[src/i2cmb_pkg.sv]
// Shared types and constants for the I2C master bit engine.
package i2cmb_pkg;

  // Register and field widths
  localparam int unsigned HP_W     = 16;
  localparam int unsigned PHASE_W  = 5;
  localparam int unsigned LEN_W    = 6;
  localparam int unsigned OP_W     = 3;
  localparam int unsigned BYTE_W   = 8;
  localparam int unsigned APB_AW   = 3;
  localparam int unsigned APB_DW   = 32;

  // Reset value of the half-period register
  localparam logic [HP_W-1:0] HALF_PERIOD_RST = 16'd30;

  // Probe samples the slave ACK on this phase
  localparam logic [PHASE_W-1:0] PROBE_ACK_PHASE = 5'd28;

  // Command opcodes
  typedef enum logic [OP_W-1:0] {
    OP_START  = 3'd0,
    OP_STOP   = 3'd1,
    OP_WRITE  = 3'd2,
    OP_READ   = 3'd3,
    OP_ACK    = 3'd4,
    OP_NACK   = 3'd5,
    OP_GETACK = 3'd6,
    OP_PROBE  = 3'd7
  } op_t;

  // Open-drain levels of the two bus lines
  typedef struct packed {
    logic scl;
    logic sda;
  } lines_t;

endpackage

[src/i2cmb_in_if.sv]
// Tick channel into the bit engine: valid/ready plus one tick's payload.
interface i2cmb_in_if;
  logic                        valid;
  logic                        ready;
  logic                        cmd_valid;
  logic [i2cmb_pkg::OP_W-1:0]  opcode;
  logic [i2cmb_pkg::BYTE_W-1:0] cmd_data;
  logic                        sda_in;
  logic                        scl_in;

  modport source (output valid, cmd_valid, opcode, cmd_data, sda_in, scl_in, input ready);
  modport sink   (input valid, cmd_valid, opcode, cmd_data, sda_in, scl_in, output ready);
endinterface

[src/i2cmb_out_if.sv]
// Result channel out of the bit engine: valid/ready plus one tick's status.
interface i2cmb_out_if;
  logic                         valid;
  logic                         ready;
  logic                         scl_release;
  logic                         sda_release;
  logic                         busy_res;
  logic                         done_res;
  logic [i2cmb_pkg::BYTE_W-1:0] rx_byte;
  logic                         ack_bit;

  modport source (output valid, scl_release, sda_release, busy_res, done_res, rx_byte,
                  ack_bit, input ready);
  modport sink   (input valid, scl_release, sda_release, busy_res, done_res, rx_byte,
                  ack_bit, output ready);
endinterface

[src/i2c_master_bit_engine_unit.sv]
// I2C master bit engine top level: tick input register, sequencer, result register.
// Every transfer on in_ch is one bus tick; each tick yields exactly one result transfer
// on out_ch showing the line levels and status after that tick. The engine takes one
// tick per clock (throughput 1 item/cycle) unless out_ch stalls; a tick passes the
// input register, then the result register, with the sequencer update (phase counter,
// tick counter, shift byte) done in the single pass between them. Commands offered while
// a command runs are ignored. The half_period register (address 0, 16 bits, reset 30,
// zero acts as 1) sets the ticks per bit phase; write it only while the engine is idle.
module i2c_master_bit_engine_unit (
  input  logic                              clk,
  input  logic                              rst_n,
  i2cmb_in_if.sink                          in_ch,
  i2cmb_out_if.source                       out_ch,
  input  logic                              psel,
  input  logic                              penable,
  input  logic                              pwrite,
  input  logic [i2cmb_pkg::APB_AW-1:0]      paddr,
  input  logic [i2cmb_pkg::APB_DW-1:0]      pwdata,
  output logic [i2cmb_pkg::APB_DW-1:0]      prdata,
  output logic                              pready
);

  localparam int unsigned HW = i2cmb_pkg::HP_W;
  localparam int unsigned PW = i2cmb_pkg::PHASE_W;
  localparam int unsigned BW = i2cmb_pkg::BYTE_W;

  // ---------------------------------------------------------------------------
  // Phase entry helpers: each returns the new {scl, sda} levels
  // ---------------------------------------------------------------------------
  function automatic i2cmb_pkg::lines_t start_lv(logic [PW-1:0] k, i2cmb_pkg::lines_t cur);
    i2cmb_pkg::lines_t lv;
    lv = cur;
    if (k == 5'd0) begin
      lv.sda = 1'b1;
      lv.scl = 1'b1;
    end else if (k == 5'd1) begin
      lv.sda = 1'b0;
    end else begin
      lv.scl = 1'b0;
    end
    return lv;
  endfunction

  function automatic i2cmb_pkg::lines_t stop_lv(logic [PW-1:0] k, i2cmb_pkg::lines_t cur);
    i2cmb_pkg::lines_t lv;
    lv = cur;
    if (k == 5'd0) begin
      lv.sda = 1'b0;
      lv.scl = 1'b1;
    end else begin
      lv.sda = 1'b1;
    end
    return lv;
  endfunction

  function automatic i2cmb_pkg::lines_t clock_lv(logic [PW-1:0] k, logic sda_first,
                                                  i2cmb_pkg::lines_t cur);
    i2cmb_pkg::lines_t lv;
    lv = cur;
    if (k == 5'd0) begin
      lv.sda = sda_first;
    end else if (k == 5'd1) begin
      lv.scl = 1'b1;
    end else begin
      lv.scl = 1'b0;
    end
    return lv;
  endfunction

  // Write phase j: bit b = j/3 (via *11>>5, exact below 24), sub-step s = j%3
  function automatic i2cmb_pkg::lines_t write_lv(logic [PW-1:0] j, logic [BW-1:0] sb,
                                                  i2cmb_pkg::lines_t cur);
    i2cmb_pkg::lines_t lv;
    logic [8:0]        m;
    logic [2:0]        b;
    logic [PW-1:0]     r;
    lv = cur;
    m  = {4'd0, j} * 9'd11;
    b  = m[7:5];
    r  = j - ({1'b0, b, 1'b0} + {2'd0, b});
    if (r[1:0] == 2'd0) begin
      lv.sda = sb[3'd7 - b];
    end else if (r[1:0] == 2'd1) begin
      lv.scl = 1'b1;
    end else begin
      lv.scl = 1'b0;
      if (b == 3'd7) lv.sda = 1'b1;
    end
    return lv;
  endfunction

  function automatic i2cmb_pkg::lines_t enter_lv(i2cmb_pkg::op_t op, logic [PW-1:0] k,
                                                  logic [BW-1:0] sb, i2cmb_pkg::lines_t cur);
    i2cmb_pkg::lines_t lv;
    lv = cur;
    unique case (op)
      i2cmb_pkg::OP_START: lv = start_lv(k, cur);
      i2cmb_pkg::OP_STOP:  lv = stop_lv(k, cur);
      i2cmb_pkg::OP_WRITE: lv = write_lv(k, sb, cur);
      i2cmb_pkg::OP_READ: begin
        if (k == 5'd0) lv.sda = 1'b1;
        lv.scl = ~k[0];
      end
      i2cmb_pkg::OP_ACK:   lv = clock_lv(k, 1'b0, cur);
      i2cmb_pkg::OP_NACK,
      i2cmb_pkg::OP_GETACK: lv = clock_lv(k, 1'b1, cur);
      i2cmb_pkg::OP_PROBE: begin
        if (k < 5'd3)       lv = start_lv(k, cur);
        else if (k < 5'd27) lv = write_lv(k - 5'd3, sb, cur);
        else if (k < 5'd30) lv = clock_lv(k - 5'd27, 1'b1, cur);
        else                lv = stop_lv(k - 5'd30, cur);
      end
    endcase
    return lv;
  endfunction

  // Phases per command
  function automatic logic [i2cmb_pkg::LEN_W-1:0] op_len(i2cmb_pkg::op_t op);
    logic [i2cmb_pkg::LEN_W-1:0] n;
    unique case (op)
      i2cmb_pkg::OP_STOP:  n = 6'd2;
      i2cmb_pkg::OP_WRITE: n = 6'd24;
      i2cmb_pkg::OP_READ:  n = 6'd16;
      i2cmb_pkg::OP_PROBE: n = 6'd32;
      i2cmb_pkg::OP_START,
      i2cmb_pkg::OP_ACK,
      i2cmb_pkg::OP_NACK,
      i2cmb_pkg::OP_GETACK: n = 6'd3;
    endcase
    return n;
  endfunction

  // ---------------------------------------------------------------------------
  // Configuration register
  // ---------------------------------------------------------------------------
  logic [HW-1:0] half_period_r;
  logic          cfg_sel;

  assign cfg_sel = (paddr[2] == 1'b0);
  assign pready  = 1'b1;
  assign prdata  = cfg_sel ? {{(i2cmb_pkg::APB_DW-HW){1'b0}}, half_period_r} : '0;

  always_ff @(posedge clk) begin
    if (!rst_n) begin
      half_period_r <= i2cmb_pkg::HALF_PERIOD_RST;
    end else if (psel && penable && pwrite && pready && cfg_sel) begin
      half_period_r <= pwdata[HW-1:0];
    end
  end

  // ---------------------------------------------------------------------------
  // Input register
  // ---------------------------------------------------------------------------
  logic              s1_valid_r;
  logic              s1_cmd_valid_r;
  i2cmb_pkg::op_t    s1_opcode_r;
  logic [BW-1:0]     s1_data_r;
  logic              s1_sda_r;
  logic              s1_scl_r;
  logic              out_valid_r;
  logic              adv;

  // tick moves into the result register when that register is free or draining
  assign adv         = s1_valid_r && (!out_valid_r || out_ch.ready);
  assign in_ch.ready = !s1_valid_r || adv;

  always_ff @(posedge clk) begin
    if (!rst_n) begin
      s1_valid_r <= 1'b0;
    end else if (in_ch.ready) begin
      s1_valid_r <= in_ch.valid;
    end
  end

  always_ff @(posedge clk) begin
    if (in_ch.valid && in_ch.ready) begin
      s1_cmd_valid_r <= in_ch.cmd_valid;
      s1_opcode_r    <= i2cmb_pkg::op_t'(in_ch.opcode);
      s1_data_r      <= in_ch.cmd_data;
      s1_sda_r       <= in_ch.sda_in;
      s1_scl_r       <= in_ch.scl_in;
    end
  end

  // ---------------------------------------------------------------------------
  // Sequencer state
  // ---------------------------------------------------------------------------
  logic              running_r,  running_nxt;
  logic [PW-1:0]     phase_r,    phase_nxt;
  logic [HW-1:0]     tick_r,     tick_nxt;
  logic [BW-1:0]     shift_r,    shift_nxt;
  i2cmb_pkg::op_t    op_r,       op_nxt;
  logic [BW-1:0]     rx_r,       rx_nxt;
  logic              ack_r,      ack_nxt;
  i2cmb_pkg::lines_t lines_r,    lines_nxt;
  logic              done_nxt;

  logic [HW-1:0]     hp_eff;
  logic [HW-1:0]     tick_inc;
  logic [PW-1:0]     phase_inc;

  assign hp_eff    = (half_period_r == '0) ? {{(HW-1){1'b0}}, 1'b1} : half_period_r;
  assign tick_inc  = tick_r + {{(HW-1){1'b0}}, 1'b1};
  assign phase_inc = phase_r + {{(PW-1){1'b0}}, 1'b1};

  // Next state for one tick
  always_comb begin
    running_nxt = running_r;
    phase_nxt   = phase_r;
    tick_nxt    = tick_r;
    shift_nxt   = shift_r;
    op_nxt      = op_r;
    rx_nxt      = rx_r;
    ack_nxt     = ack_r;
    lines_nxt   = lines_r;
    done_nxt    = 1'b0;
    if (running_r) begin
      if (tick_inc >= hp_eff) begin
        tick_nxt = '0;
        // sampling at the end of the phase
        if (op_r == i2cmb_pkg::OP_READ && !phase_r[0]) begin
          shift_nxt = {shift_r[BW-2:0], s1_sda_r};
        end else if (op_r == i2cmb_pkg::OP_GETACK && phase_r == 5'd1) begin
          ack_nxt = s1_sda_r;
        end else if (op_r == i2cmb_pkg::OP_PROBE && phase_r == i2cmb_pkg::PROBE_ACK_PHASE) begin
          ack_nxt = s1_sda_r;
        end
        if (phase_inc == '0 || {1'b0, phase_inc} >= op_len(op_r)) begin
          running_nxt = 1'b0;
          phase_nxt   = '0;
          done_nxt    = 1'b1;
          if (op_r == i2cmb_pkg::OP_ACK)  lines_nxt.sda = 1'b1;
          if (op_r == i2cmb_pkg::OP_READ) rx_nxt = shift_nxt;
        end else begin
          phase_nxt = phase_inc;
          lines_nxt = enter_lv(op_r, phase_inc, shift_nxt, lines_r);
        end
      end else begin
        tick_nxt = tick_inc;
      end
    end else if (s1_cmd_valid_r) begin
      op_nxt = s1_opcode_r;
      if (s1_opcode_r == i2cmb_pkg::OP_PROBE && !(s1_sda_r && s1_scl_r)) begin
        // bus not free: probe fails at once
        ack_nxt  = 1'b1;
        done_nxt = 1'b1;
      end else begin
        shift_nxt   = (s1_opcode_r == i2cmb_pkg::OP_READ) ? '0 : s1_data_r;
        phase_nxt   = '0;
        tick_nxt    = '0;
        running_nxt = 1'b1;
        lines_nxt   = enter_lv(s1_opcode_r, '0, shift_nxt, lines_r);
      end
    end
  end

  always_ff @(posedge clk) begin
    if (!rst_n) begin
      running_r <= 1'b0;
      phase_r   <= '0;
      tick_r    <= '0;
      shift_r   <= '0;
      op_r      <= i2cmb_pkg::OP_START;
      rx_r      <= '0;
      ack_r     <= 1'b1;
      lines_r   <= '{scl: 1'b1, sda: 1'b1};
    end else if (adv) begin
      running_r <= running_nxt;
      phase_r   <= phase_nxt;
      tick_r    <= tick_nxt;
      shift_r   <= shift_nxt;
      op_r      <= op_nxt;
      rx_r      <= rx_nxt;
      ack_r     <= ack_nxt;
      lines_r   <= lines_nxt;
    end
  end

  // ---------------------------------------------------------------------------
  // Result register
  // ---------------------------------------------------------------------------
  logic              out_busy_r;
  logic              out_done_r;
  logic [BW-1:0]     out_rx_r;
  logic              out_ack_r;
  i2cmb_pkg::lines_t out_lines_r;

  always_ff @(posedge clk) begin
    if (!rst_n) begin
      out_valid_r <= 1'b0;
    end else if (adv) begin
      out_valid_r <= 1'b1;
    end else if (out_ch.ready) begin
      out_valid_r <= 1'b0;
    end
  end

  always_ff @(posedge clk) begin
    if (adv) begin
      out_busy_r  <= running_nxt;
      out_done_r  <= done_nxt;
      out_rx_r    <= rx_nxt;
      out_ack_r   <= ack_nxt;
      out_lines_r <= lines_nxt;
    end
  end

  assign out_ch.valid       = out_valid_r;
  assign out_ch.scl_release = out_lines_r.scl;
  assign out_ch.sda_release = out_lines_r.sda;
  assign out_ch.busy_res    = out_busy_r;
  assign out_ch.done_res    = out_done_r;
  assign out_ch.rx_byte     = out_rx_r;
  assign out_ch.ack_bit     = out_ack_r;

endmodule

[src/flat_wrapper.sv]
// flat-port wrapper written by rule: the top's interface ports become plain ports
module i2c_master_bit_engine_unit_flat 
  (clk, rst_n, psel, penable, pwrite, paddr, pwdata, prdata, pready, in_ch_valid, in_ch_cmd_valid, in_ch_opcode, in_ch_cmd_data, in_ch_sda_in, in_ch_scl_in, in_ch_ready, out_ch_valid, out_ch_scl_release, out_ch_sda_release, out_ch_busy_res, out_ch_done_res, out_ch_rx_byte, out_ch_ack_bit, out_ch_ready);
  i2cmb_in_if in_ch_i ();
  i2cmb_out_if out_ch_i ();
  input  logic clk;
  input  logic rst_n;
  input  logic psel;
  input  logic penable;
  input  logic pwrite;
  input  logic [i2cmb_pkg::APB_AW-1:0] paddr;
  input  logic [i2cmb_pkg::APB_DW-1:0] pwdata;
  output logic [i2cmb_pkg::APB_DW-1:0] prdata;
  output logic pready;
  input wire logic [$bits(in_ch_i.valid)-1:0] in_ch_valid;
  input wire logic [$bits(in_ch_i.cmd_valid)-1:0] in_ch_cmd_valid;
  input wire logic [$bits(in_ch_i.opcode)-1:0] in_ch_opcode;
  input wire logic [$bits(in_ch_i.cmd_data)-1:0] in_ch_cmd_data;
  input wire logic [$bits(in_ch_i.sda_in)-1:0] in_ch_sda_in;
  input wire logic [$bits(in_ch_i.scl_in)-1:0] in_ch_scl_in;
  output wire logic [$bits(in_ch_i.ready)-1:0] in_ch_ready;
  output wire logic [$bits(out_ch_i.valid)-1:0] out_ch_valid;
  output wire logic [$bits(out_ch_i.scl_release)-1:0] out_ch_scl_release;
  output wire logic [$bits(out_ch_i.sda_release)-1:0] out_ch_sda_release;
  output wire logic [$bits(out_ch_i.busy_res)-1:0] out_ch_busy_res;
  output wire logic [$bits(out_ch_i.done_res)-1:0] out_ch_done_res;
  output wire logic [$bits(out_ch_i.rx_byte)-1:0] out_ch_rx_byte;
  output wire logic [$bits(out_ch_i.ack_bit)-1:0] out_ch_ack_bit;
  input wire logic [$bits(out_ch_i.ready)-1:0] out_ch_ready;
  assign in_ch_i.valid = in_ch_valid;
  assign in_ch_i.cmd_valid = in_ch_cmd_valid;
  assign in_ch_i.opcode = in_ch_opcode;
  assign in_ch_i.cmd_data = in_ch_cmd_data;
  assign in_ch_i.sda_in = in_ch_sda_in;
  assign in_ch_i.scl_in = in_ch_scl_in;
  assign in_ch_ready = in_ch_i.ready;
  assign out_ch_valid = out_ch_i.valid;
  assign out_ch_scl_release = out_ch_i.scl_release;
  assign out_ch_sda_release = out_ch_i.sda_release;
  assign out_ch_busy_res = out_ch_i.busy_res;
  assign out_ch_done_res = out_ch_i.done_res;
  assign out_ch_rx_byte = out_ch_i.rx_byte;
  assign out_ch_ack_bit = out_ch_i.ack_bit;
  assign out_ch_i.ready = out_ch_ready;
  i2c_master_bit_engine_unit u_core (.clk(clk), .rst_n(rst_n), .in_ch(in_ch_i), .out_ch(out_ch_i), .psel(psel), .penable(penable), .pwrite(pwrite), .paddr(paddr), .pwdata(pwdata), .prdata(prdata), .pready(pready));
endmodule
[config.mk]
export PLATFORM = sky130hd
export DESIGN_NAME = i2c_master_bit_engine_unit_flat
export DESIGN_NICKNAME = d
export VERILOG_FILES = /design/src/i2cmb_pkg.sv /design/src/i2cmb_in_if.sv /design/src/i2cmb_out_if.sv /design/src/i2c_master_bit_engine_unit.sv /design/src/flat_wrapper.sv
export SDC_FILE = /design/constraint.sdc
export NUM_CORES = 1
export LEC_CHECK = 0
export ABC_AREA = 0
export ABC_CLOCK_PERIOD_IN_PS = 9450
export BUFFER_PORTS_ARGS = -buffer_cell sky130_fd_sc_hd__buf_4
export CELL_PAD_IN_SITES_DETAIL_PLACEMENT = 2
export CELL_PAD_IN_SITES_GLOBAL_PLACEMENT = 2
export CORE_MARGIN = 5
export CORE_UTILIZATION = 38
export CTS_BUF_LIST = sky130_fd_sc_hd__clkbuf_4 sky130_fd_sc_hd__clkbuf_8
export CTS_CLUSTER_DIAMETER = 80
export DETAILED_ROUTE_END_ITERATION = 10
export PLACE_DENSITY = 0.89
export SLEW_MARGIN = 20
export SYNTH_ARGS = -nofsm -noshare
export SYNTH_HDL_FRONTEND = slang
export SYNTH_SLANG_ARGS = --single-unit
[constraint.sdc]
create_clock -name clk -period 9.45 [get_ports clk]
set_clock_uncertainty 0.2 [all_clocks]
set_input_delay 0 -clock clk [delete_from_list [all_inputs] [get_ports clk]]
set_output_delay 0 -clock clk [all_outputs]
set_load 0.01 [all_outputs]
### Word level (Yosys, flattened, before mapping)

Memory sizes are Yosys's and may differ from the RTL's. A register that Yosys moved wholly into a read port is not among the register bits.
Index checks and enable logic that the tools add are counted.

| storage, ports and cells | value |
|---|---|
| flip-flop bits (word level) | 89 |
| bits in latches | 0 |
| bits in writable memories | 0 |
| memory bits (read-only) | 40 |
| input bits | 56 |
| output and inout port bits | 48 |
| logic and storage cells | 190 |
| memories kept | 1 |

Memory list:

| memory | words | width | read ports | clocked after Yosys merged registers in | write ports | line | source |
|---|---|---|---|---|---|---|---|
| (name not given) | 8 | 5 | 1 | 1 | 0 | i2c_master_bit_engine_unit.sv:120 | `unique case (op)` |

| cells by class | value |
|---|---|
| add/sub/neg operators | 11 |
| multiply operators | 2 |
| divide/modulo/power cells | 0 |
| $lt $le $gt $ge | 7 |
| eq/ne operators | 24 |
| shift-type cells | 0 |
| mux-type cells | 86 |
| bitwise gates (word level) | 3 |
| reduce and logical (&&, ||, !) cells | 33 |

Operator list:

| operator | count |
|---|---|
| 16-bit 2-to-1 mux | 6 |
| 8-bit 2-to-1 mux | 12 |
| 1-bit 2-to-1 mux | 47 |
| 3-bit == test, second input constant | 10 |
| 5-bit 2-to-1 mux | 5 |
| 16-bit by 1-bit adder with 16-bit output, second input constant | 1 |
| 16-bit >= comparator | 1 |
| 16-bit zero test | 1 |
| 5-bit by 4-bit multiplier with 8-bit output, second input constant | 2 |
| 2-bit 2-to-1 mux | 8 |
| 5-bit by 1-bit == test with 1-bit output, second input constant | 3 |
| 5-bit zero test | 3 |
| 2-bit one-hot mux with 7 select lines | 1 |
| 3-bit by 2-bit == test with 1-bit output, second input constant | 4 |
| 6-bit 2-to-1 mux | 2 |
| 1-bit logical AND | 10 |
| 5-bit < comparator, second input constant | 2 |
| 2-bit one-hot mux with 5 select lines | 1 |
| 5-bit subtractor, second input constant | 2 |
| 3-bit by 4-bit < comparator with 1-bit output, second input constant | 2 |
| 1-bit binary-select mux with 3-bit select | 2 |
| 3-bit by 1-bit == test with 1-bit output, second input constant | 2 |
| 5-bit by 6-bit >= comparator with 1-bit output | 1 |
| 3-bit zero test | 2 |
| other kinds (20) | 36 |

### Logic depth before layout (Yosys ltp)

Gate-level depths: netlist of run 1.

| logic depth | value |
|---|---|
| word-level depth | 14 |
| mapped depth | 23 |
| depth with buffers taken out | 22 |

### Worst setup path before layout of run 1

OpenSTA, ideal clock, no wires.

| timing | value |
|---|---|
| path type | flip-flop to flip-flop |
| start | register u_core.phase_r[0] |
| end | register u_core.out_lines_r (netlist bit u_core.out_ch.sda_release), data pin |
| setup time | 0.259 ns |
| arrival time | 4.782 ns |
| data required time | 8.991 ns |
| setup slack | 4.209 ns |
| stages on the path, launching flop included | 23 |
| buffers on the path | 1 |
| period minus slack after synthesis | 5.241 ns |
| path through | dfxtp_1 > buf_6 > inv_1 > ha_1 > ha_1 > a21o_2 > xnor2_1 > ha_1 > inv_1 > fa_1 > inv_1 > ha_1 > a21oi_4 > o21bai_1 > xor2_1 > ha_1 > xor2_1 > xnor2_1 > and3_1 > o2111ai_1 > a21oi_1 > nor4_2 > or2_1 |

RTL lines:

| item | line | source |
|---|---|---|
| start, declared | i2c_master_bit_engine_unit.sv:189 | `logic [PW-1:0] phase_r, phase_nxt;` |
| start signal, assigned | i2c_master_bit_engine_unit.sv:269 | `phase_r <= phase_nxt;` |
| end signal, assigned | i2c_master_bit_engine_unit.sv:304 | `out_lines_r <= lines_nxt;` |
| end, declared | i2c_master_bit_engine_unit.sv:286 | `i2cmb_pkg::lines_t out_lines_r;` |

### Worst setup path in the final report of run 1

| timing | value |
|---|---|
| start | register u_core.phase_r[0] |
| end | register u_core.lines_r[0] in the netlist's numbering |

| between the ends | value |
|---|---|
| word-level cells in the longest chain between the ends | 14 |
| elaborated cells on any way between the ends | 56 |
| those cells by class | add/sub: 10; mul: 2; order compare: 4; eq/ne: 5; mux: 27; reduce/logical: 8 |

Ends and longest elaborated chain:

| item | line | source |
|---|---|---|
| 5-bit by 1-bit adder with 5-bit output / 1-bit zero test (equally long branches) | i2c_master_bit_engine_unit.sv:204, i2c_master_bit_engine_unit.sv:221 |  |
| 5-bit by 2-bit subtractor with 5-bit output / 1-bit logical AND (equally long branches) | i2c_master_bit_engine_unit.sv:109, i2c_master_bit_engine_unit.sv:221 |  |
| 5-bit by 4-bit multiplier with 8-bit output / 8-bit 2-to-1 mux (equally long branches) | i2c_master_bit_engine_unit.sv:78, i2c_master_bit_engine_unit.sv:221 |  |
| 2-bit adder / 8-bit 2-to-1 mux (equally long branches) | i2c_master_bit_engine_unit.sv:80, i2c_master_bit_engine_unit.sv:218 |  |
| 2-bit subtractor / 8-bit 2-to-1 mux (equally long branches) | i2c_master_bit_engine_unit.sv:80, i2c_master_bit_engine_unit.sv:217 |  |
| 2-bit by 1-bit == test with 1-bit output / 1-bit binary-select mux with 3-bit select (equally long branches) | i2c_master_bit_engine_unit.sv:83, i2c_master_bit_engine_unit.sv:82 |  |
| 1-bit 2-to-1 mux, on equally long branches | i2c_master_bit_engine_unit.sv:83, i2c_master_bit_engine_unit.sv:82 |  |
| 1-bit 2-to-1 mux | i2c_master_bit_engine_unit.sv:81 | `if (r[1:0] == 2'd0) begin` |
| 2-bit 2-to-1 mux | i2c_master_bit_engine_unit.sv:109 | `else if (k < 5'd27) lv = write_lv(k - 5'd3, sb, cur);` |
| 2-bit 2-to-1 mux | i2c_master_bit_engine_unit.sv:108 | `if (k < 5'd3) lv = start_lv(k, cur);` |
| 2-bit one-hot mux with 7 select lines | i2c_master_bit_engine_unit.sv:96 | `unique case (op)` |
| 1-bit 2-to-1 mux * | i2c_master_bit_engine_unit.sv:228 | `if (phase_inc == '0 \|\| {1'b0, phase_inc} >= op_len(op_r)) begin` |
| 2-bit 2-to-1 mux * | i2c_master_bit_engine_unit.sv:218 | `if (tick_inc >= hp_eff) begin` |
| 2-bit 2-to-1 mux * | i2c_master_bit_engine_unit.sv:217 | `if (running_r) begin` |
| end signal, assigned | i2c_master_bit_engine_unit.sv:266 | `lines_r <= '{scl: 1'b1, sda: 1'b1};` |
| end signal, assigned | i2c_master_bit_engine_unit.sv:275 | `lines_r <= lines_nxt;` |
| end, declared | i2c_master_bit_engine_unit.sv:195 | `i2cmb_pkg::lines_t lines_r, lines_nxt;` |

Every way passes the cells marked *; elsewhere a longest branch is shown, timed or not. The select of a mux whose other input is x is not followed.
A chain may end at the register's enable or synchronous reset.

==> summary.md, run 1 <==
| Metric | Value |
|---|---|
| Outcome | `complete, no violations` |
| Util after Layout | `between 40% and 50%` |
| Period utilization | `between 70% and 80%` |
| Min-delay worst type | `in -> reg` |
| Max IR drop VDD | `between 70 and 80 uV` |
| R2r endpoint | `u_core.lines_r[0]` |
| Delay-heaviest family, CP | `adder cells` |
| Clock transition at the registers of the reported paths | `~0.15 ns` |
| Vias | `7194` |
| RR Startpoint | `u_core.phase_r[0]` |
| Worst Setup EP | `u_core.lines_r[0]` |
| ANT nets after route | `0` |
| Clk_lat worst skew | `0.42 ns` |
| Share of cells above drive strength 1 | `12.59%` |
| Normalized max-slew margin | `a little over a quarter` |
| CTS tree | `yes` |
| Diode count | `0` |
| Critical path class | `reg -> reg` |
| Die Wd | `around 140 um` |
| Max frequency | `0.1356 GHz` |
| Die Area | `20320 sq um` |
| Asr flop ratio synth | `0%` |
| Cell count after synthesis | `780` |
| Crit path DAT | `7.44 ns` |
| Register area | `2152 sq um` |
| Slew @ Worst Pin | `around 1.1 ns` |
| Clock tree root buffer cell | `clkbuf_8` |
| Via density | `6.546` |
| GRT Residual Overflow | `0` |
| RSZ-0062 raised after global routing | `false` |
| DR DRC count | `0` |
| Fill cells | `1882` |
| Iteration-0 DRC count of the detailed router | `734` |
| Starting Density | `between 30 and 40%` |
| Critical Path, Cell by Cell | `ha_1 > nand3_1 > xnor2_1 > inv_1 > fa_1 > inv_1 > ha_1 > a21oi_1 > a21boi_0 > nor3_1 > nor2_1 > ha_1 > nand2b_1 > mux2_2 > a311oi_1 > a21oi_1 > o22ai_1 > nand4_1 > a21oi_1 > o21ai_1 > o211ai_1` |
| Crit. Startpoint | `u_core.phase_r[0]` |
| WL per Instance | `31.11 um` |
| Initial antenna violation count | `5` |
| Placeable Area | `17300 sq um` |
| Commonest register cell after synthesis | `dfxtp_1` |
| Maxcap violations | `0` |
| PostCTS Resize Cnt | `0` |
| Setup_tns | `0 ns` |
| Seq cells post-synth | `94` |
| Hold Startpoint | `in_ch_sda_in` |
| Routed WL | `roughly 34000 um` |
| CP max FO | `18` |
| Area of the multi-input gates | `4126 sq um` |
| H-tree Lvls | `3` |
| Pleak | `3.390 nW` |
| Delay of the slowest critical-path stage | `0.93 ns` |
| EDFF count, synth | `27` |
| First-pass detailed-route iteration total | `5` |
| Port Buffers | `68` |
| R2r setup slk | `a little over 2 ns` |
| Routability cong. | `0.8785` |
| Setup violators final | `0` |
| Hold Violations, Final | `0` |
| Die H | `142.6 um` |
| Rows | `48` |
| HPWL after detailed placement | `approximately 17000 um` |
| IO Count | `roughly 100` |
| Post-synthesis cell type count | `78` |
| TritonCTS Buffers | `9` |
| Mapped Avg Cell Area | `8.561 sq um` |
| Register area share after synthesis | `32.23%` |
| Synthesized cell area | `6678 sq um` |
| Area Growth Syn to Fin | `18.85%` |
| Critical Path RT | `9.52 ns` |
| Total GRT Usage | `33.49%` |
| PD cells | `110.2 nW/um^2` |
| TritonCTS Sinks | `94` |
| Nets | `982` |
| WP depth | `21` |
| Vias in the first global route | `about 8000` |
| Pwr Total | `874.9 uW` |
| Setup crit end kind | `flop` |
| Worst reg2reg path depth | `21` |
| Ys Warns | `0` |
| Global-route wire length before repair | `51700 um` |
| CP max stage cell | `dfxtp_1` |
| Final Max Tran Viols | `0` |
| WP buf/inv | `2` |
| Clk buf depth | `2` |
| Crit start category | `flop` |
| Min cycle time layout | `7.375 ns` |
| Largest net degree at the start of global routing | `45` |
-- what timing repair did --
action | CTS | global route
hold buffers | 48 | 0
setup buffers | 0 | 0
endpoints found under the setup margin | 0 | 0
endpoints found under the hold margin | 61 | 0
-- area by class of cell --
| cell class | instances | share of cell area [%] |
|---|---|---|
| Clock buffer | 9 | 1.561 |
| Multi-Input combinational cell | 602 | 51.99 |
| Timing Repair Buffer | 118 | 12.68 |
| Clock inverter | 7 | 1.025 |
| Tap cell | 225 | 3.547 |
| Inverter | 44 | 2.081 |
| Sequential cell | 94 | 27.12 |
-- report_power, final --
| part | internal (mW) | total, mW | switching [mW] |
|---|---|---|---|
| registers | 0.427 | 0.444 | 0.0172 |
| clock network | 0.107 | 0.316 | 0.208 |
| logic | 0.0449 | 0.115 | 0.0703 |
-- stage by stage --
step | hold WS (ns) | worst slack (ns) | instance area [sq um] | cells
finish | 0.1024 | 2.075 | 7936 | 1099
global route | 0.1137 | 2.039 | 7936 | 1099
CTS | 0.09727 | 2.769 | 7930 | 1099
detailed placement | -0.02034 | 2.949 | 7244 | 1035
global placement | -0.02029 | 3.212 | 7244 | 1035
floorplan | -0.1011 | 4.209 | 6734 | 795
-- placed cells by master (no fill, tap or decap), types with 4 or more instances in the layout --
| cell | netlist | final |
|---|---|---|
| nor3_1 | 14 | 14 |
| conb_1 | 2 | 17 |
| o21bai_1 | 4 | 4 |
| o211ai_1 | 10 | 10 |
| nor3b_1 | 5 | 5 |
| a31oi_1 | 8 | 8 |
| nor2_1 | 68 | 67 |
| o22ai_1 | 5 | 5 |
| dlygate4sd3_1 | 0 | 48 |
| nand4b_1 | 5 | 5 |
| a211oi_1 | 9 | 9 |
| o211a_1 | 7 | 7 |
| nor4_1 | 5 | 5 |
| nand2b_1 | 7 | 7 |
| a22oi_1 | 13 | 13 |
| o21ai_0 | 38 | 38 |
| a21o_1 | 4 | 4 |
| ha_1 | 55 | 55 |
| mux2_2 | 5 | 5 |
| nand4_1 | 13 | 13 |
| xnor2_1 | 19 | 19 |
| buf_4 | 21 | 70 |
| inv_1 | 41 | 41 |
| mux2i_1 | 16 | 16 |
| nand3b_1 | 11 | 11 |
| o21a_1 | 5 | 5 |
| dfxtp_1 | 67 | 67 |
| and2_1 | 8 | 8 |
| a21boi_0 | 23 | 23 |
| edfxtp_1 | 27 | 27 |
| a21oi_1 | 29 | 29 |
| nand2_1 | 83 | 83 |
| and3_1 | 11 | 11 |
| xor2_1 | 13 | 13 |
| nor2b_1 | 19 | 19 |
| clkbuf_8 | 0 | 9 |
| nand3_1 | 15 | 15 |
-- registers in the layout, indices dropped and copies added (netlist names), 2 cells and up, named ones only --
signal	count
u_core.out_ch.rx_byte	8
u_core.s1_data_r	8
u_core.half_period_r	16
u_core.phase_r	5
u_core.shift_r	8
u_core.tick_r	16
u_core.lines_r	2
u_core.s1_opcode_r	3
u_core.rx_r	8
u_core.op_r	3
-- metal layers --
| layer | global-route usage [%] | wire length [um] | up-vias |
|---|---|---|---|
| met5 | 0 | 36 | - |
| met4 | 15.01 | 1756 | 6 |
| met3 | 8.703 | 3168 | 143 |
| met2 | 55.61 | 16100 | 518 |
| met1 | 40.79 | 13130 | 3590 |
| li1 | - | - | 2937 |
-- worst reg2reg max path, stage by stage (launching register included) --
cell      delay, ns
dfxtp_1        0.93
ha_1           0.65
nand3_1        0.20
xnor2_1        0.85
inv_1          0.19
fa_1           0.58
inv_1          0.05
ha_1           0.34
a21oi_1        0.24
a21boi_0       0.25
nor3_1         0.43
nor2_1         0.14
ha_1           0.36
nand2b_1       0.17
mux2_2         0.30
a311oi_1       0.34
a21oi_1        0.09
o22ai_1        0.19
nand4_1        0.15
a21oi_1        0.28
o21ai_1        0.10
o211ai_1       0.20
-- kinds of logic (layout without fill, tap and decap cells) --
| family | Yosys count | after routing | share of synthesized area, % |
|---|---|---|---|
| and+or+nand+nor | 284 | 284 | 21.75 |
| buffers and inverters | 99 | 178 | 6.914 |
| muxes | 22 | 22 | 3.579 |
| other | 2 | 17 | 0.1125 |
| adders and majority gates | 57 | 57 | 10.91 |
| AOI/OAI and AO/OA | 186 | 186 | 19.13 |
| xor gates and xnor gates | 36 | 36 | 5.377 |
| DFF | 94 | 94 | 32.23 |
-- Yosys cell counts (7+ instances only) --
cell,n,share of area (%)
nand2_1,83,4.7
nor2_1,68,3.8
dfxtp_1,67,20
ha_1,55,10
inv_1,41,2.3
o21ai_0,38,2.8
clkbuf_1,30,1.7
a21oi_1,29,2.2
edfxtp_1,27,12
a21boi_0,23,2.6
buf_4,21,2.4
nor2b_1,19,1.8
xnor2_1,19,2.5
mux2i_1,16,2.4
nand3_1,15,1.1
nor3_1,14,1.0
a22oi_1,13,1.5
nand4_1,13,1.2
xor2_1,13,1.7
and3_1,11,1.0
nand3b_1,11,1.2
o211ai_1,10,1.1
a211oi_1,9,1.0
a31oi_1,8,0.75
and2_1,8,0.75
nand2b_1,7,0.66
o211a_1,7,1.0
-- worst min path at each step --
| stage | to | slack (ns) | cells after the start |
|---|---|---|---|
| detailed placement | u_core.s1_data_r[1] | -0.02 | 1 |
| CTS | u_core.s1_sda_r | 0.1 | 2 |
| global placement | u_core.s1_data_r[2] | -0.02 | 1 |
| global route | u_core.s1_data_r[0] | 0.11 | 2 |
| floorplan | u_core.s1_cmd_valid_r | -0.10 | 0 |
| finish | u_core.s1_sda_r | 0.10 | 2 |
No activity file was read; power rests on OpenSTA's default activity.
==> run 2, diff against run 1 <==
- ABC_CLOCK_PERIOD_IN_PS: 9450 -> 7300
- CORE_UTILIZATION: 38 -> 36
- PLACE_DENSITY: 0.89 -> 0.85
- clock period: 9.45 -> 7.3 ns (I/O delays scaled with it)
==> run 2 against run 1 <==
  * Maximum frequency rose by 12%
  * Setup slack got worse by 1.4 ns
  * Sequential power rose by 29%
  * First-iteration DRC count fell by 37%
  * Wire length fell by 13%
  * Power rose by 28%
  * Die area rose by 5.2%
  * Global-route usage fell by 6.0 points
  * Combinational power rose by 24%
  * Via count fell by 7.0%
  * Count of clock-buffer cells in the layout did not move
  * Sequential cell count did not move
==> summary.md, run 2 (same netlist as run 1, synthesis figures left out) <==
| Metric | Value |
|---|---|
| Post-place instance area | `7249 sq um (about the same)` |
| Crit path DAT | `6.69 ns (-0.75 ns)` |
| Vias | `6691 (-7.0%)` |
| Final std cells w/o fill | `1103 (+0.36%)` |
| H-tree Lvls | `3 (unchanged)` |
| Max frequency | `0.1512 GHz (+12%)` |
| Area Growth Syn to Fin | `18.98%` |
| TritonCTS Buffers | `9 (unchanged)` |
| ANT nets after route | `0 (unchanged)` |
| Routed WL | `29830 um (-13%)` |
| First-pass detailed-route iteration total | `5 (unchanged)` |
| DR DRC count | `0 (unchanged)` |
| Fin area | `7945 sq um (+0.11%)` |
| Min cycle time layout | `6.614 ns (-0.7615 ns)` |
| Crit path top cell by count | `ha_1` |
| Register area | `2152 sq um (unchanged)` |
| Vias in the first global route | `7540 (-3.1%)` |
| Top Registers | `u_core.half_period_r: 16 flops, u_core.tick_r: 16 flops` |
| Clock tree root buffer cell | `clkbuf_8` |
| IO Count | `104 (unchanged)` |
| GRT Residual Overflow | `0 (unchanged)` |
| Postcts setup bufs | `0 (unchanged)` |
| CTS tree | `yes` |
| Via density | `6.066 (-7.3%)` |
| Clock transition at the registers of the reported paths | `0.12 ns (-0.03 ns)` |
| Critical path class | `reg -> reg` |
| Die H | `146.2 um (+2.5%)` |
| CP max FO | `18 (unchanged)` |
| Total GRT Usage | `27.45% (-6.0 points)` |
| Max IR drop VDD | `130.1 uV (+73%)` |
| Share of cells above drive strength 1 | `12.59% (unchanged)` |
| Delay of the slowest critical-path stage | `0.81 ns (-0.12 ns)` |
| Fill cells | `1946 (+3.4%)` |
| Critical Path, Cell by Cell | `ha_1 > nand3_1 > xnor2_1 > inv_1 > fa_1 > inv_1 > ha_1 > and4b_1 > nor3_1 > nor2_1 > ha_1 > xnor2_1 > mux2_2 > a311oi_1 > a21oi_1 > o22ai_1 > nand4_1 > a21oi_1 > o21ai_1 > o211ai_1` |
| Rows | `49 (+2.1%)` |
| Hold Violations, Final | `0 (unchanged)` |
| TritonCTS Sinks | `94 (unchanged)` |
| Clk buf depth | `2 (unchanged)` |
| Global-route wire length before repair | `46360 um (-10%)` |
| Outcome | `complete, no violations` |
| Final Max Tran Viols | `0 (unchanged)` |
| RSZ-0062 raised after global routing | `false` |
| Die Area | `21370 sq um (+5.2%)` |
| Setup violators final | `0 (unchanged)` |
| Critical Path RT | `7.37 ns (-2.15 ns)` |
| Most common cell after layout, fill and taps aside | `nand2_1` |
| HPWL after detailed placement | `16610 um (-2.6%)` |
| Delay-heaviest family, CP | `adder cells` |
| Setup crit end kind | `flop` |
| Util after Layout | `43.93% (-2.0 points)` |
| Diode count | `0 (unchanged)` |
| Starting Density | `36.92% (-1.7 points)` |
| Routability cong. | `0.8120 (-7.6%)` |
| Crit start category | `flop` |
| Most frequent cells in the layout | `nand2_1 (83), buf_4 (70), nor2_1 (67), dfxtp_1 (67), ha_1 (55)` |
| Initial antenna violation count | `0 (-5)` |
| Setup_tns | `0 ns (unchanged)` |
| Clk_lat worst skew | `0.39 ns (-0.03 ns)` |
| Pleak | `3.394 nW (about the same)` |
| Normalized max-slew margin | `27.39% (+0.085 points)` |
| Area of the multi-input gates | `4126 sq um (unchanged)` |
| Maxcap violations | `0 (unchanged)` |
| Period utilization | `90.60% (+13 points)` |
| Slew @ Worst Pin | `1.085 ns (-0.001264 ns)` |
| WL per Instance | `27.04 um (-13%)` |
| Cell count after placement | `1039 (+0.39%)` |
| Port Buffers | `68 (unchanged)` |
| Largest net degree at the start of global routing | `45 (unchanged)` |
| Iteration-0 DRC count of the detailed router | `465 (-37%)` |
| Die Wd | `146.2 um (+2.5%)` |
| CP max stage cell | `dfxtp_1` |
| WP buf/inv | `2 (unchanged)` |
| Min-delay worst type | `in -> reg` |
| Nets | `982 (unchanged)` |
| PD cells | `141.1 nW/um^2 (+28%)` |
| Placeable Area | `18090 sq um (+4.6%)` |
-- run 2: cell types whose count changed in the layout (fill, tap and decap cells not counted), sizes merged --
cell / delta
clkinv: -2
inv: +1
bufinv: +1
-- run 2: what timing repair did --
| action | CTS | global route |
|---|---|---|
| hold buffers | 48 | 0 |
| resized for setup | 0 | 0 |
| endpoints found under the hold margin | 61 | 0 |
-- run 2: path summary, 6_finish.rpt --
| path | from | endpoint | slack [ns] | depth (start not counted) |
|---|---|---|---|---|
| hold reg to reg | u_core.ack_r | u_core.ack_r | 0.34 | 2 |
| setup / recovery | u_core.phase_r[0] | u_core.lines_r[0] | 0.69 | 20 |
| setup reg to reg | u_core.phase_r[0] | u_core.lines_r[0] | 0.69 | 20 |
| hold / removal | in_ch_scl_in | u_core.s1_scl_r | 0.13 | 2 |
-- run 2: per-stage QoR --
stage	total power, mW	worst slack [ns]	hold WS [ns]
after floorplan	0.6430	2.059	-0.1011
after global placement	0.6802	1.082	-0.02052
after detailed placement	0.6889	0.9028	-0.02035
after CTS	1.082	0.8469	0.1125
after global routing	1.148	0.3123	0.1236
final	1.121	0.6864	0.1328
-- run 2: area by class of cell --
cell class / count / area share (%)
tap: 229 / 3.606
clock buffer: 9 / 1.559
sequential: 94 / 27.09
clock inverter: 7 / 1.071
inverter: 44 / 2.079
timing repair buffer: 118 / 12.66
multi-input combinational: 602 / 51.94
-- run 2: where the power goes --
| group | leakage (nW) | internal, mW | switching, mW |
|---|---|---|---|
| Combinational | 2.49 | 0.0579 | 0.0850 |
| Sequential | 0.799 | 0.553 | 0.0203 |
| Clock | 0.107 | 0.167 | 0.238 |
| Total | 3.39 | 0.778 | 0.343 |
-- run 2: metal layers --
metal	track usage [%]	vias up	routed length (um)
li1	-	2937	-
met1	33.64	3350	12160
met2	46.91	318	14580
met3	6.415	86	2049
met4	10.30	0	1042
met5	0	-	0
